--- src/rtl/core/rcs_pkg.sv ---
// Shared constants for the reference clock selector.
`default_nettype none
package rcs_pkg;

	localparam int NUM_PORTS  = 8;
	localparam int NUM_CLOCKS = 8;
	localparam int PORT_W     = $clog2(NUM_PORTS);
	localparam int CLK_W      = 3;
	localparam int ST_W       = 4;

	// commands
	localparam logic [1:0] CMD_PORT_UPD = 2'd0;
	localparam logic [1:0] CMD_RECONFIG = 2'd1;
	localparam logic [1:0] CMD_INIT     = 2'd2;
	localparam logic [1:0] CMD_UNUSED   = 2'd3;

	// port and clock states
	localparam logic [ST_W-1:0] ST_NONE     = 4'd0;
	localparam logic [ST_W-1:0] ST_FAULTY   = 4'd2;
	localparam logic [ST_W-1:0] ST_DISABLED = 4'd3;
	localparam logic [ST_W-1:0] ST_PASSIVE  = 4'd7;
	localparam logic [ST_W-1:0] ST_UNCAL    = 4'd8;
	localparam logic [ST_W-1:0] ST_SLAVE    = 4'd9;

	// outcomes
	localparam logic [2:0] OUT_REF_SELECTED  = 3'd0;
	localparam logic [2:0] OUT_DEFAULT_REF   = 3'd1;
	localparam logic [2:0] OUT_MULTIPLE_REFS = 3'd2;
	localparam logic [2:0] OUT_REF_NOT_READY = 3'd3;
	localparam logic [2:0] OUT_NONE_READY    = 3'd4;
	localparam logic [2:0] OUT_NOTHING_SYNC  = 3'd5;
	localparam logic [2:0] OUT_NO_ACTION     = 3'd6;
	localparam logic [2:0] OUT_UNKNOWN_PORT  = 3'd7;

	// configuration register indexes
	localparam logic REG_PORT_CLOCK_MAP    = 1'b0;
	localparam logic REG_PORT_PRESENT_MASK = 1'b1;

endpackage
`default_nettype wire

--- src/rtl/core/reference_clock_selector_top.sv ---
// Reference clock selector: port state table, clock state walk and reference pick.
//
//   channel | signals                                      | transfer when
//   --------+----------------------------------------------+------------------------
//   input   | in_valid in_ready command port_number        | in_valid && in_ready
//           | reported_state                               |
//   result  | out_valid out_ready outcome reference_valid  | out_valid && out_ready
//           | reference_clock target_mask change_pending   |
//   config  | cfg_we cfg_index cfg_data                    | cfg_we
//
// One item at a time. Port update: check, walk all ports, update the clock (an unknown
// or unchanged port stops after the check). Initialize: port walk, clock write walk.
// Reconfigure: clock walk, then pick (no walk if no change pends). Other: no walk.
// in_ready stays low while busy or while a result waits.
// Reset restores the state table at once; no clearing pass.
`default_nettype none
module reference_clock_selector_top
	import rcs_pkg::*;
(
	input  wire logic             clk,
	input  wire logic             arst_n,
	input  wire logic             cfg_we,
	input  wire logic             cfg_index,
	input  wire logic [23:0]      cfg_data,
	input  wire logic             in_valid,
	output logic                  in_ready,
	input  wire logic [1:0]       command,
	input  wire logic [3:0]       port_number,
	input  wire logic [ST_W-1:0]  reported_state,
	output logic                  out_valid,
	input  wire logic             out_ready,
	output logic [2:0]            outcome,
	output logic                  reference_valid,
	output logic [CLK_W-1:0]      reference_clock,
	output logic [7:0]            target_mask,
	output logic                  change_pending
);

	localparam logic [2:0] S_IDLE  = 3'd0;
	localparam logic [2:0] S_CHECK = 3'd1;
	localparam logic [2:0] S_PWALK = 3'd2;
	localparam logic [2:0] S_UPD   = 3'd3;
	localparam logic [2:0] S_IWR   = 3'd4;
	localparam logic [2:0] S_RWALK = 3'd5;
	localparam logic [2:0] S_RFIN  = 3'd6;

	logic [2:0]            state_q;
	logic [23:0]           map_q;
	logic [7:0]            present_q;
	logic [ST_W-1:0]       ps_q   [NUM_PORTS];
	logic [ST_W-1:0]       cs_q   [NUM_CLOCKS];
	logic [ST_W-1:0]       pend_q [NUM_CLOCKS];
	logic [ST_W-1:0]       acc_q  [NUM_CLOCKS];
	logic [NUM_CLOCKS-1:0] tgt_q;
	logic [CLK_W-1:0]      ref_idx_q;
	logic                  ref_present_q;
	logic                  change_q;
	logic                  out_valid_q;
	logic [2:0]            outcome_q;

	logic [1:0]            cmd_q;
	logic [3:0]            pnum_q;
	logic [ST_W-1:0]       pst_q;
	logic [PORT_W-1:0]     pw_q;
	logic [CLK_W-1:0]      cidx_q;
	logic [1:0]            nref_q;
	logic                  any_tgt_q;
	logic                  have_ref_q;
	logic [CLK_W-1:0]      sel_q;
	logic [CLK_W-1:0]      last_q;

	logic [CLK_W-1:0]      port_clk [NUM_PORTS];
	logic [NUM_PORTS-1:0]  port_ex;
	logic [NUM_CLOCKS-1:0] clk_ex;

	always_comb begin
		for (int p = 0; p < NUM_PORTS; p++) begin
			port_clk[p] = map_q[CLK_W*p +: CLK_W];
			port_ex[p]  = present_q[p] && ({1'b0, port_clk[p]} < (CLK_W+1)'(NUM_CLOCKS));
		end
		for (int c = 0; c < NUM_CLOCKS; c++) begin
			clk_ex[c] = 1'b0;
			for (int p = 0; p < NUM_PORTS; p++)
				if (port_ex[p] && port_clk[p] == CLK_W'(c))
					clk_ex[c] = 1'b1;
		end
	end

	// single read points into the port and clock tables
	logic [ST_W-1:0]  ps_rd;
	logic [CLK_W-1:0] pw_clk;
	logic [CLK_W-1:0] acc_addr;
	logic [ST_W-1:0]  acc_rd;
	logic [CLK_W-1:0] cl_addr;
	logic [ST_W-1:0]  cs_rd;
	logic [ST_W-1:0]  pend_rd;
	logic             cl_ex_rd;
	logic [ST_W-1:0]  s_eff;
	logic             pnum_ok;
	logic             pw_last;
	logic             cidx_last;

	assign ps_rd     = ps_q[pw_q];
	assign pw_clk    = port_clk[pw_q];
	assign acc_addr  = (state_q == S_PWALK) ? pw_clk : cidx_q;
	assign acc_rd    = acc_q[acc_addr];
	assign cl_addr   = (state_q == S_RFIN) ? last_q : cidx_q;
	assign cs_rd     = cs_q[cl_addr];
	assign pend_rd   = pend_q[cl_addr];
	assign cl_ex_rd  = clk_ex[cl_addr];
	assign s_eff     = (pend_rd != ST_NONE) ? pend_rd : cs_rd;
	assign pnum_ok   = (pnum_q != 4'd0) && (pnum_q <= 4'(NUM_PORTS)) && port_ex[pw_q];
	assign pw_last   = (pw_q == PORT_W'(NUM_PORTS - 1));
	assign cidx_last = (cidx_q == CLK_W'(NUM_CLOCKS - 1));

	assign in_ready = (state_q == S_IDLE) && !out_valid_q;

	// shared max unit: accumulate the largest port state per clock
	always_ff @(posedge clk) begin
		if (state_q == S_CHECK) begin
			for (int c = 0; c < NUM_CLOCKS; c++)
				acc_q[c] <= ST_DISABLED;
		end else if (state_q == S_PWALK) begin
			if (port_ex[pw_q] && ps_rd > acc_rd)
				acc_q[acc_addr] <= ps_rd;
		end else if (state_q == S_IDLE && in_valid && in_ready && command == CMD_INIT) begin
			for (int c = 0; c < NUM_CLOCKS; c++)
				acc_q[c] <= ST_DISABLED;
		end
	end

	always_ff @(posedge clk) begin
		if (state_q == S_IDLE && in_valid && in_ready) begin
			cmd_q  <= command;
			pnum_q <= port_number;
			pst_q  <= reported_state;
		end
	end

	always_ff @(posedge clk or negedge arst_n) begin
		if (!arst_n) begin
			state_q       <= S_IDLE;
			map_q         <= '0;
			present_q     <= '0;
			for (int p = 0; p < NUM_PORTS; p++)
				ps_q[p] <= ST_DISABLED;
			for (int c = 0; c < NUM_CLOCKS; c++) begin
				cs_q[c]   <= ST_NONE;
				pend_q[c] <= ST_NONE;
			end
			tgt_q         <= '0;
			ref_idx_q     <= '0;
			ref_present_q <= 1'b0;
			change_q      <= 1'b0;
			out_valid_q   <= 1'b0;
			outcome_q     <= OUT_NO_ACTION;
			pw_q          <= '0;
			cidx_q        <= '0;
			nref_q        <= '0;
			any_tgt_q     <= 1'b0;
			have_ref_q    <= 1'b0;
			sel_q         <= '0;
			last_q        <= '0;
		end else begin
			if (cfg_we) begin
				unique case (cfg_index)
					REG_PORT_CLOCK_MAP:    map_q     <= cfg_data;
					REG_PORT_PRESENT_MASK: present_q <= cfg_data[7:0];
					default: ;
				endcase
			end

			if (out_valid_q && out_ready)
				out_valid_q <= 1'b0;

			unique case (state_q)
				S_IDLE: begin
					if (in_valid && in_ready) begin
						cidx_q <= '0;
						unique case (command)
							CMD_PORT_UPD: begin
								pw_q    <= PORT_W'(port_number - 4'd1);
								state_q <= S_CHECK;
							end
							CMD_INIT: begin
								pw_q    <= '0;
								state_q <= S_PWALK;
							end
							CMD_RECONFIG: begin
								if (change_q) begin
									change_q   <= 1'b0;
									nref_q     <= '0;
									any_tgt_q  <= 1'b0;
									have_ref_q <= 1'b0;
									sel_q      <= '0;
									last_q     <= '0;
									state_q    <= S_RWALK;
								end else begin
									outcome_q   <= OUT_NO_ACTION;
									out_valid_q <= 1'b1;
								end
							end
							CMD_UNUSED: begin
								outcome_q   <= OUT_NO_ACTION;
								out_valid_q <= 1'b1;
							end
							default: ;
						endcase
					end
				end
				S_CHECK: begin
					if (!pnum_ok) begin
						outcome_q   <= OUT_UNKNOWN_PORT;
						out_valid_q <= 1'b1;
						state_q     <= S_IDLE;
					end else if (ps_rd == pst_q) begin
						outcome_q   <= OUT_NO_ACTION;
						out_valid_q <= 1'b1;
						state_q     <= S_IDLE;
					end else begin
						ps_q[pw_q] <= pst_q;
						cidx_q     <= pw_clk;
						pw_q       <= '0;
						state_q    <= S_PWALK;
					end
				end
				S_PWALK: begin
					pw_q <= pw_q + PORT_W'(1);
					if (pw_last)
						state_q <= (cmd_q == CMD_PORT_UPD) ? S_UPD : S_IWR;
				end
				S_UPD: begin
					if (cs_rd != acc_rd || pend_rd != ST_NONE) begin
						pend_q[cidx_q] <= acc_rd;
						change_q       <= 1'b1;
					end
					outcome_q   <= OUT_NO_ACTION;
					out_valid_q <= 1'b1;
					state_q     <= S_IDLE;
				end
				S_IWR: begin
					if (cl_ex_rd)
						pend_q[cidx_q] <= acc_rd;
					cidx_q <= cidx_q + CLK_W'(1);
					if (cidx_last) begin
						change_q    <= 1'b1;
						outcome_q   <= OUT_NO_ACTION;
						out_valid_q <= 1'b1;
						state_q     <= S_IDLE;
					end
				end
				S_RWALK: begin
					// commit the pending state and classify one clock per cycle
					if (cl_ex_rd) begin
						if (pend_rd != ST_NONE) begin
							cs_q[cidx_q]   <= pend_rd;
							pend_q[cidx_q] <= ST_NONE;
						end
						if (s_eff >= ST_FAULTY && s_eff <= ST_PASSIVE) begin
							tgt_q[cidx_q] <= 1'b1;
							any_tgt_q     <= 1'b1;
						end else if (s_eff == ST_UNCAL) begin
							if (nref_q != 2'd2)
								nref_q <= nref_q + 2'd1;
						end else if (s_eff == ST_SLAVE) begin
							sel_q      <= cidx_q;
							have_ref_q <= 1'b1;
							if (nref_q != 2'd2)
								nref_q <= nref_q + 2'd1;
						end
						last_q <= cidx_q;
					end
					cidx_q <= cidx_q + CLK_W'(1);
					if (cidx_last)
						state_q <= S_RFIN;
				end
				S_RFIN: begin
					out_valid_q <= 1'b1;
					state_q     <= S_IDLE;
					priority if (any_tgt_q && !have_ref_q) begin
						// fall back to the highest existing clock
						ref_idx_q      <= last_q;
						ref_present_q  <= 1'b1;
						tgt_q[last_q]  <= 1'b0;
						pend_q[last_q] <= cs_rd;
						cs_q[last_q]   <= ST_SLAVE;
						outcome_q      <= OUT_DEFAULT_REF;
					end else if (nref_q == 2'd2) begin
						ref_present_q <= 1'b0;
						ref_idx_q     <= '0;
						outcome_q     <= OUT_MULTIPLE_REFS;
					end else if (nref_q != 2'd0 && !have_ref_q) begin
						ref_present_q <= 1'b0;
						ref_idx_q     <= '0;
						outcome_q     <= OUT_REF_NOT_READY;
					end else if (nref_q == 2'd0 && !any_tgt_q) begin
						ref_present_q <= 1'b0;
						ref_idx_q     <= '0;
						outcome_q     <= OUT_NONE_READY;
					end else if (nref_q == 2'd0) begin
						ref_present_q <= 1'b0;
						ref_idx_q     <= '0;
						outcome_q     <= OUT_NOTHING_SYNC;
					end else begin
						tgt_q[sel_q]  <= 1'b0;
						ref_idx_q     <= sel_q;
						ref_present_q <= 1'b1;
						outcome_q     <= OUT_REF_SELECTED;
					end
				end
				default: state_q <= S_IDLE;
			endcase
		end
	end

	assign out_valid       = out_valid_q;
	assign outcome         = outcome_q;
	assign reference_valid = ref_present_q;
	assign reference_clock = ref_present_q ? ref_idx_q : '0;
	assign target_mask     = 8'(tgt_q);
	assign change_pending  = change_q;

endmodule
`default_nettype wire

--- config.mk ---
export PLATFORM = sky130hd
export DESIGN_NAME = reference_clock_selector_top
export DESIGN_NICKNAME = d
export VERILOG_FILES = /design/src/rtl/core/rcs_pkg.sv /design/src/rtl/core/reference_clock_selector_top.sv
export SDC_FILE = /design/constraint.sdc
export NUM_CORES = 1
export LEC_CHECK = 0
export BUFFER_PORTS_ARGS = -buffer_cell sky130_fd_sc_hd__buf_2
export CELL_PAD_IN_SITES_DETAIL_PLACEMENT = 2
export CELL_PAD_IN_SITES_GLOBAL_PLACEMENT = 2
export CORE_MARGIN = 5
export CORE_UTILIZATION = 44
export DETAILED_ROUTE_END_ITERATION = 12
export GPL_TIMING_DRIVEN = 0
export PLACE_DENSITY = 0.95
export SKIP_CTS_REPAIR_TIMING = 1
export SLEW_MARGIN = 0
export SYNTH_ARGS = -nofsm -noshare
export SYNTH_HDL_FRONTEND = slang
export SYNTH_SLANG_ARGS = --single-unit
--- constraint.sdc ---
create_clock -name clk -period 6.34 [get_ports clk]
set_input_delay 0.634 -clock clk [delete_from_list [all_inputs] [get_ports clk]]
set_output_delay 0.634 -clock clk [all_outputs]
set_load 0.01 [all_outputs]
After elaboration in Yosys (flattened, before gate mapping)
Memory sizes are Yosys's and may differ from the RTL's.
Cells that the tools add are included.
{"block": "totals", "register_bits": 174, "ramBits": 32, "out_inout_bits": 18, "memories": 1}
{"memory": "acc_q", "depth": 8, "word_bits": 4, "read_ports": 1, "rd_ports_with_merged_regs": 0, "wr": 8, "line_no": "reference_clock_selector_top.sv:53", "rtl": "logic [ST_W-1:0] acc_q [NUM_CLOCKS];"}
{"block": "op_classes", "n_reduce_logical": 127, "n_mux": 222, "order_cmp": 19, "eq_ne": 101, "bitwise_logic": 24, "addsub": 4}
{"operator": "$mux 32", "n": 8}
{"operator": "$bwmux 32", "n": 4}
{"operator": "$pmux 32 s4", "n": 1}
{"operator": "$mux 3", "n": 40}
{"operator": "$eq 3x3->1 const B", "n": 37}
{"operator": "$mux 1", "n": 104}
{"operator": "$logic_and 1x1->1", "n": 83}
{"operator": "$mux 4", "n": 19}
{"operator": "$pmux 32 s2", "n": 1}
{"operator": "$mux 8", "n": 7}
{"operator": "$eq 3x2->1 const B", "n": 18}
{"operator": "$bmux 4 s3", "n": 3}
{"operator": "$demux 4 s3", "n": 3}
{"operator": "$and 32x32->32", "n": 1}
{"operator": "$not 32->32", "n": 1}
{"operator": "$ne 2x2->1 const B", "n": 15}
{"operator": "$pmux 3 s5", "n": 2}
{"operator": "$eq 3x1->1 const B", "n": 9}
{"operator": "$logic_not 3->1", "n": 9}
{"operator": "$pmux 3 s3", "n": 3}
{"operator": "$pmux 3 s2", "n": 4}
{"operator": "$reduce_and 6->1", "n": 4}
{"operator": "$ne 3x3->1 const B", "n": 7}
{"operator": "$lt 3x4->1 const B", "n": 5}
{"operator": "other kinds (52)", "n": 109}

Depth between registers and ports, before layout
Gate-level depths: netlist of run 1.
{"block": "depth", "depth_word": 14, "ltp_mapped": 19}

Worst setup path before layout of run 1
OpenSTA, ideal clock, no wires.
{"block": "synth_path", "path_kind": "reg-to-reg", "start": "register pw_q[0]", "end": "memory acc_q[7][0] (enable)", "stages_incl_launch_ff": 18, "n_path_buf": 3, "required_ns": 6.032, "arrival_time_ns": 3.794, "setup_ns": 0.308, "setup_slack_ns": 2.238, "cell_sequence": "dfrtp_1 buf_4 or3b_2 a21oi_4 nor2_4 a31o_1 buf_4 mux2i_1 mux4_1 buf_4 ha_1 o21a_1 o21a_1 o2111a_1 nand2_1 nor2_1 nand2_1 nand2_1"}
{"element": "start, declared", "line_no": "reference_clock_selector_top.sv:64", "rtl": "logic [PORT_W-1:0] pw_q;"}
{"element": "start signal, assigned", "line_no": "reference_clock_selector_top.sv:182", "rtl": "pw_q <= PORT_W'(port_number - 4'd1);"}
{"element": "start signal, assigned", "line_no": "reference_clock_selector_top.sv:228", "rtl": "pw_q <= pw_q + PORT_W'(1);"}
{"element": "end, declared", "line_no": "reference_clock_selector_top.sv:53"}

==> results.py, run 1 <==
metrics = {
    "run_status": {
        "status": "finished, final reports clean",
    },
    "sta": {
        "clock.fmax_mhz": 188,
        "skew_ns": 0.0206,
        "fin_crit_ns": 5.33,
        "grt_setup_unrepaired": "false",
        "period_share_pct": 84.0,
        "finalSetupTns_ns": 0,
        "slew_headroom_pct": 7.73,
        "hold_viol": 0,
        "setup_viol_count_final": 0,
        "drv_slew": 0,
        "worstMarginPinSlew_ns": 1.35,
        "fin_hold_ws_ns": 0.00277,
    },
    "global_routing": {
        "antenna_found_initial": 2,
        "grtUsageTotal_pct": 36.5,
        "grt_max_degree": 106,
        "grt_pass1_vias": 14200,
        "grt_pass1_wl_um": 92600,
        "overflow": 0,
    },
    "clock_tree": {
        "cts_tree": "yes",
        "cts_max_level": 1,
        "worstSkewPairLatency_ns": 0.57,
        "cts_inserted_buffers": 25,
        "root_buffer": "clkbuf_16",
        "clk_path_buf_depth": 3,
        "clk_pin_slew_ns": 0.07,
        "clock_sinks": 206,
    },
    "logic_synthesis": {
        "syn_nets": 1313,
        "ys_types": 93,
        "ys_seq_area_share_pct": 42.2,
        "synthFlopType": "dfrtp_1",
        "synth_edf_count": 42,
        "synthArstFlopShare_pct": 79.6,
        "synth.avg_cell_area_um2": 10.1,
        "synth_seq_cells": 206,
        "yosysWarningCount": 0,
        "syn-cell-area_mm2": 0.0128,
        "postSynthCellCount": 1261,
    },
    "worst_setup_path": {
        "rrSetupSlack_ns": 1.01,
        "crit_path_max_fanout": 10,
        "crit_path_end_kind": "flip-flop",
        "cp.arrival_ns": 5.57,
        "critPathKind": "reg2reg",
        "r2r_end": "acc_q[7][0]",
        "worst_r2r_path_depth": 17,
        "cp.required_ns": 6.58,
        "r2r-start": "pw_q[1]",
        "start_kind": "flip-flop",
    },
    "placement": {
        "port_buffers": 57,
        "place_congestion": 0.921,
        "hpwl_um": 38500,
    },
    "route": {
        "antenna_left": 0,
        "detail_route.wl_per_cell_um": 35.1,
        "drt_iter0_markers": 1686,
        "vias": 12800,
        "wl_um": 61300,
        "drc_errors": 0,
        "avgViaCountPerCell": 7.34,
        "drt_first_pass_iters": 6,
    },
    "power_and_ir_drop": {
        "power_density_mw_per_mm2": 500,
        "irDropWorstVdd_v": 0.000238,
        "p_leak_nw": 5.86,
    },
    "floorplanning": {
        "die_h_um": 180,
        "die_width_um": 180,
        "ios": 58,
        "core_area_mm2": 0.0287,
        "rows": 62,
        "initial_core_util_pct": 44.5,
        "dieArea_mm2": 0.0325,
    },
    "final_layout": {
        "nNetsFinal": 1398,
        "area_delta_synth_final_pct": 13.4,
        "layout-drive-gt1-share_pct": 20.6,
    },
    "job": {
        "cap_violations": 0,
    },
    "min_path": {
        "hp-class": "in2async",
    },
}
-- power breakdown --
| group | internal, W | switching (W) |
|---|---|---|
| Combinational | 0.00113 | 0.00249 |
| Clock | 0.000969 | 0.000660 |
| Sequential | 0.00169 | 0.000296 |
-- critical path, stage by stage, from the launching register on --
cell,delay [ns]
dfrtp_1,0.59
buf_4,0.31
mux2_2,0.38
o2bb2ai_1,0.51
o41a_1,0.33
buf_2,0.30
a211oi_1,0.16
nor2_1,0.52
inv_1,0.12
ha_1,0.22
nor2b_1,0.12
o21a_1,0.12
o21a_1,0.12
o2111a_1,0.21
nand2_1,0.12
nor2_1,0.38
nand2_1,0.22
nand2_1,0.26
-- cell families after synthesis --
logic type,Yosys count,synth area share (%)
compound gates,335,18.8
buf+inv,153,5.29
flops,206,42.2
fa+ha+maj,12,1.18
xor+xnor,12,0.883
mux,146,14.9
simple gates,397,16.8
-- metrics by stage --
stage	area [µm²]	setup slack (ns)	util, %	std cells	total power (W)
5_1_grt	14500	0.968	50.4	1750	0.00741
6_report	14500	1.01	50.4	1750	0.00723
3_3_place_gp	13500	1.72	47.1	1702	0.00485
3_5_place_dp	13600	1.38	47.3	1703	0.00519
2_1_floorplan	12800	2.24	-	1261	0.00404
4_1_cts	14500	1.25	50.4	1748	0.00706
-- cell usage in the layout (no fill, tap or decap), types with 8 or more instances in the layout --
| master | netlist | layout |
|---|---|---|
| dfrtp_1 | 146 | 146 |
| nand4_1 | 25 | 25 |
| mux4_2 | 24 | 24 |
| a211oi_1 | 8 | 8 |
| nor4_1 | 9 | 9 |
| nand2_1 | 77 | 77 |
| mux2i_1 | 41 | 41 |
| ha_1 | 12 | 12 |
| a221oi_1 | 31 | 31 |
| mux2_2 | 75 | 75 |
| o22a_1 | 16 | 16 |
| o21ai_0 | 46 | 46 |
| o31ai_1 | 13 | 13 |
| dfstp_2 | 18 | 18 |
| nor2b_1 | 8 | 8 |
| nor3_1 | 30 | 29 |
| a21oi_1 | 95 | 95 |
| clkbuf_16 | 0 | 27 |
| nand2b_1 | 12 | 12 |
| buf_4 | 9 | 9 |
| clkbuf_1 | 58 | 66 |
| nor4bb_1 | 20 | 20 |
| buf_1 | 9 | 9 |
| a31oi_1 | 9 | 9 |
| o2bb2ai_1 | 17 | 17 |
| o22ai_1 | 12 | 12 |
| nand4b_1 | 26 | 26 |
| a22oi_1 | 20 | 20 |
| buf_2 | 22 | 78 |
| and2_1 | 8 | 8 |
| nor2_1 | 122 | 122 |
| inv_1 | 49 | 49 |
| edfxtp_1 | 42 | 42 |
| nand3_1 | 21 | 21 |
| nor4b_1 | 8 | 8 |
-- cells in the mapped netlist (all sizes together) (17+ instances only) --
cell type | count | area, µm²
a21oi | 96 | 492
a221oi | 31 | 272
a22oi | 20 | 150
buf | 45 | 268
clkbuf | 59 | 223
dfrtp | 146 | 3650
dfstp | 18 | 473
edfxtp | 42 | 1260
inv | 49 | 184
mux2 | 76 | 860
mux2i | 45 | 474
mux4 | 25 | 567
nand2 | 77 | 289
nand3 | 21 | 105
nand4 | 25 | 156
nand4b | 26 | 228
nor2 | 123 | 469
nor3 | 31 | 160
nor4bb | 20 | 200
o21ai | 49 | 245
o2bb2ai | 17 | 149
-- flip-flops by register name (all words and copies together) (netlist names) --
name,count
acc_q,32
any_tgt_q,1
change_pending,1
cidx_q,3
cmd_q,2
cs_q,32
have_ref_q,1
last_q,3
map_q,24
nref_q,2
out_valid,1
outcome,3
pend_q,32
pnum_q,4
port_ex,8
ps_q,32
pst_q,4
pw_q,3
ref_idx_q,3
reference_valid,1
sel_q,3
state_q,3
target_mask,8
-- area by class of cell --
cell class | count | area (µm²)
Antenna cell | 2 | 5.00
Buffer | 104 | 490
Clock buffer | 37 | 733
Clock inverter | 8 | 159
Fill cell | 2925 | 14200
Inverter | 49 | 184
Multi-Input combinational cell | 902 | 6700
Sequential cell | 206 | 5390
Tap cell | 384 | 480
Timing Repair Buffer | 58 | 323
-- layer usage --
metal | vias up | wire length, µm | global-route usage [%]
met1 | 6491 | 22300 | 44.3
met4 | 0 | 4530 | 21.6
met3 | 386 | 5650 | 7.31
met2 | 1005 | 28800 | 60.4
met5 | - | 0 | 0
li1 | 4961 | - | -
-- worst max-delay path by stage --
stage / slack, ns / start / to
floorplan: 2.24 / pw_q[0] / acc_q[7][0]
global placement: 1.72 / map_q[8] / acc_q[7][0]
detailed placement: 1.38 / pw_q[1] / acc_q[7][0]
CTS: 1.25 / pw_q[1] / acc_q[7][0]
global route: 0.97 / state_q[2] / acc_q[7][2]
finish: 1.01 / pw_q[1] / acc_q[7][0]
Note: power is estimated with default switching activity, not from simulation.
==> run 2, diff against run 1 <==
- CORE_UTILIZATION: 44 -> 41
- PLACE_DENSITY: 0.95 -> 0.9
- clock period: 6.34 -> 5.15 ns (I/O delays scaled with it)
==> run 2 against run 1 <==
  * Global-route usage fell by 8.6 points
  * Core utilization fell by 3.2 points
  * Combinational power rose by 14%
  * Count of clock-buffer cells in the layout did not move
  * Setup slack worse by 0.84 ns
  * Die area up 6.9%
  * Power rose by 16%
  * Clock skew rose by 0.0057 ns
  * Sequential share of layout area about the same
  * Sequential power increased by 20%
  * Highest routed layer unchanged
==> results.py, run 2 (synthesized netlist as in run 1, its figures left out) <==
metrics = {
    "min_path": {
        "worstHoldStart": "reported_state[3]",
        "min_to": "pst_q[3]",
        "hp-class": "in2reg",
        "worstHoldPathCells": 1,
    },
    "route": {
        "routed.top_layer": "met4",
        "detail_route.wl_per_cell_um": 28.9,
        "vias": 11800,
        "drt_first_pass_iters": 5,
        "drt_iter0_markers": 982,
        "antenna_left": 0,
        "avgViaCountPerCell": 6.69,
        "wl_um": 51000,
        "drc_errors": 0,
        "wl_met1_um": 21000,
        "wl_met2_um": 25000,
        "met3_length_um": 3410,
    },
    "sta": {
        "skew_ns": 0.0262,
        "period_share_pct": 96.7,
        "slew_headroom_pct": 15.6,
        "clock.fmax_mhz": 201,
        "fin_hold_ws_ns": 0.143,
        "layout_setup_ws_ns": 0.168,
        "fin_crit_ns": 4.98,
        "finalSetupTns_ns": 0,
        "hold_viol": 0,
        "setup_viol_count_final": 0,
        "drv_slew": 0,
        "worstMarginPinSlew_ns": 1.23,
        "grt_setup_unrepaired": "false",
    },
    "final_layout": {
        "final_area_mm2": 0.0145,
        "nNetsFinal": 1401,
        "area_delta_synth_final_pct": 13.5,
        "regArea_mm2": 0.00539,
        "fillCellCount": 3190,
        "layout-drive-gt1-share_pct": 21.1,
        "final_cell_mix": "146 x dfrtp_1, 121 x nor2_1, 95 x a21oi_1",
        "final_common_cell": "dfrtp_1",
        "multi_input_area_mm2": 0.00671,
    },
    "placement": {
        "port_buffers": 57,
        "placement.cell_area_mm2": 0.0136,
        "place_ws_ns": 0.377,
        "place_congestion": 0.900,
        "hpwl_um": 35900,
    },
    "clock_tree": {
        "cts_max_level": 1,
        "clock_sinks": 206,
        "cts_tree": "yes",
        "cts_inserted_buffers": 26,
        "clk_path_buf_depth": 3,
        "clk_pin_slew_ns": 0.07,
        "root_buffer": "clkbuf_16",
        "worstSkewPairLatency_ns": 0.55,
    },
    "global_routing": {
        "antenna_found_initial": 2,
        "grtUsageTotal_pct": 27.9,
        "grt_pass1_wl_um": 77900,
        "grt_pass1_vias": 12800,
        "overflow": 0,
        "grt_max_degree": 109,
    },
    "worst_setup_path": {
        "r2r-start": "map_q[5]",
        "cp.arrival_ns": 5.20,
        "crit_path_max_fanout": 10,
        "worst_r2r_path_depth": 17,
        "rrSetupSlack_ns": 0.17,
        "critPathKind": "reg2reg",
        "cp.required_ns": 5.37,
        "start_kind": "flip-flop",
        "r2r_end": "acc_q[1][1]",
        "crit_path_end_kind": "flip-flop",
    },
    "floorplanning": {
        "core_area_mm2": 0.0307,
        "ios": 58,
        "rows": 64,
        "die_width_um": 186,
        "dieArea_mm2": 0.0347,
        "initial_core_util_pct": 41.6,
        "die_h_um": 186,
    },
    "run_status": {
        "status": "finished, final reports clean",
    },
    "job": {
        "cap_violations": 0,
    },
    "power_and_ir_drop": {
        "irDropWorstVdd_v": 0.000286,
        "total_power_w": 0.00837,
        "power_density_mw_per_mm2": 578,
        "p_leak_nw": 5.86,
    },
}
[run 2: where the power goes]
part	internal [W]	switching, W
clock network	0.00113	0.000759
logic	0.00139	0.00271
registers	0.00208	0.000306
total	0.00459	0.00378
[run 2: area by class of cell]
class / count / area share (%)
flip-flops and latches: 206 / 37.2
inverters: 49 / 1.27
clock buffers: 37 / 5.26
repair buffers: 60 / 2.33
clock inverters: 10 / 0.769
multi-input cells: 902 / 46.3
diodes: 2 / 0.0346
well taps: 396 / 3.42
plain buffers: 104 / 3.39
[run 2: worst max-delay path by stage]
stage / startpoint / end / slack, ns / depth (start not counted)
finish: map_q[5] / acc_q[1][1] / 0.17 / 17
global route: map_q[15] / acc_q[1][1] / 0.01 / 14
CTS: map_q[5] / acc_q[1][1] / 0.21 / 17
detailed placement: map_q[8] / acc_q[3][0] / 0.38 / 17
global placement: map_q[8] / acc_q[7][0] / 0.56 / 17
floorplan: pw_q[0] / acc_q[7][0] / 1.05 / 17
[run 2: critical path, cell delays in order, from the launching register on]
cell      delay, ns
dfrtp_1        0.40
clkbuf_1       0.27
or3b_2         0.55
a21oi_4        0.25
nor2_4         0.10
a31o_1         0.22
buf_4          0.19
mux2i_1        0.16
mux4_1         0.60
buf_4          0.23
ha_1           0.30
o21a_1         0.13
o21a_1         0.11
o2111a_1       0.24
nand2_1        0.16
nor2_1         0.31
nand2_1        0.17
nand2_1        0.24
[run 2: per-stage QoR]
step / utilization, % / cells
2_1_floorplan: - / 1261
3_3_place_gp: 44.1 / 1714
3_5_place_dp: 44.3 / 1715
4_1_cts: 47.1 / 1762
5_1_grt: 47.2 / 1766
6_report: 47.2 / 1766
[run 2: layer usage]
metal | GRT usage (%) | vias to the layer above
li1 | - | 4962
met1 | 35.9 | 6174
met2 | 47.4 | 544
met3 | 5.29 | 126
met4 | 9.26 | 0
met5 | 0 | -
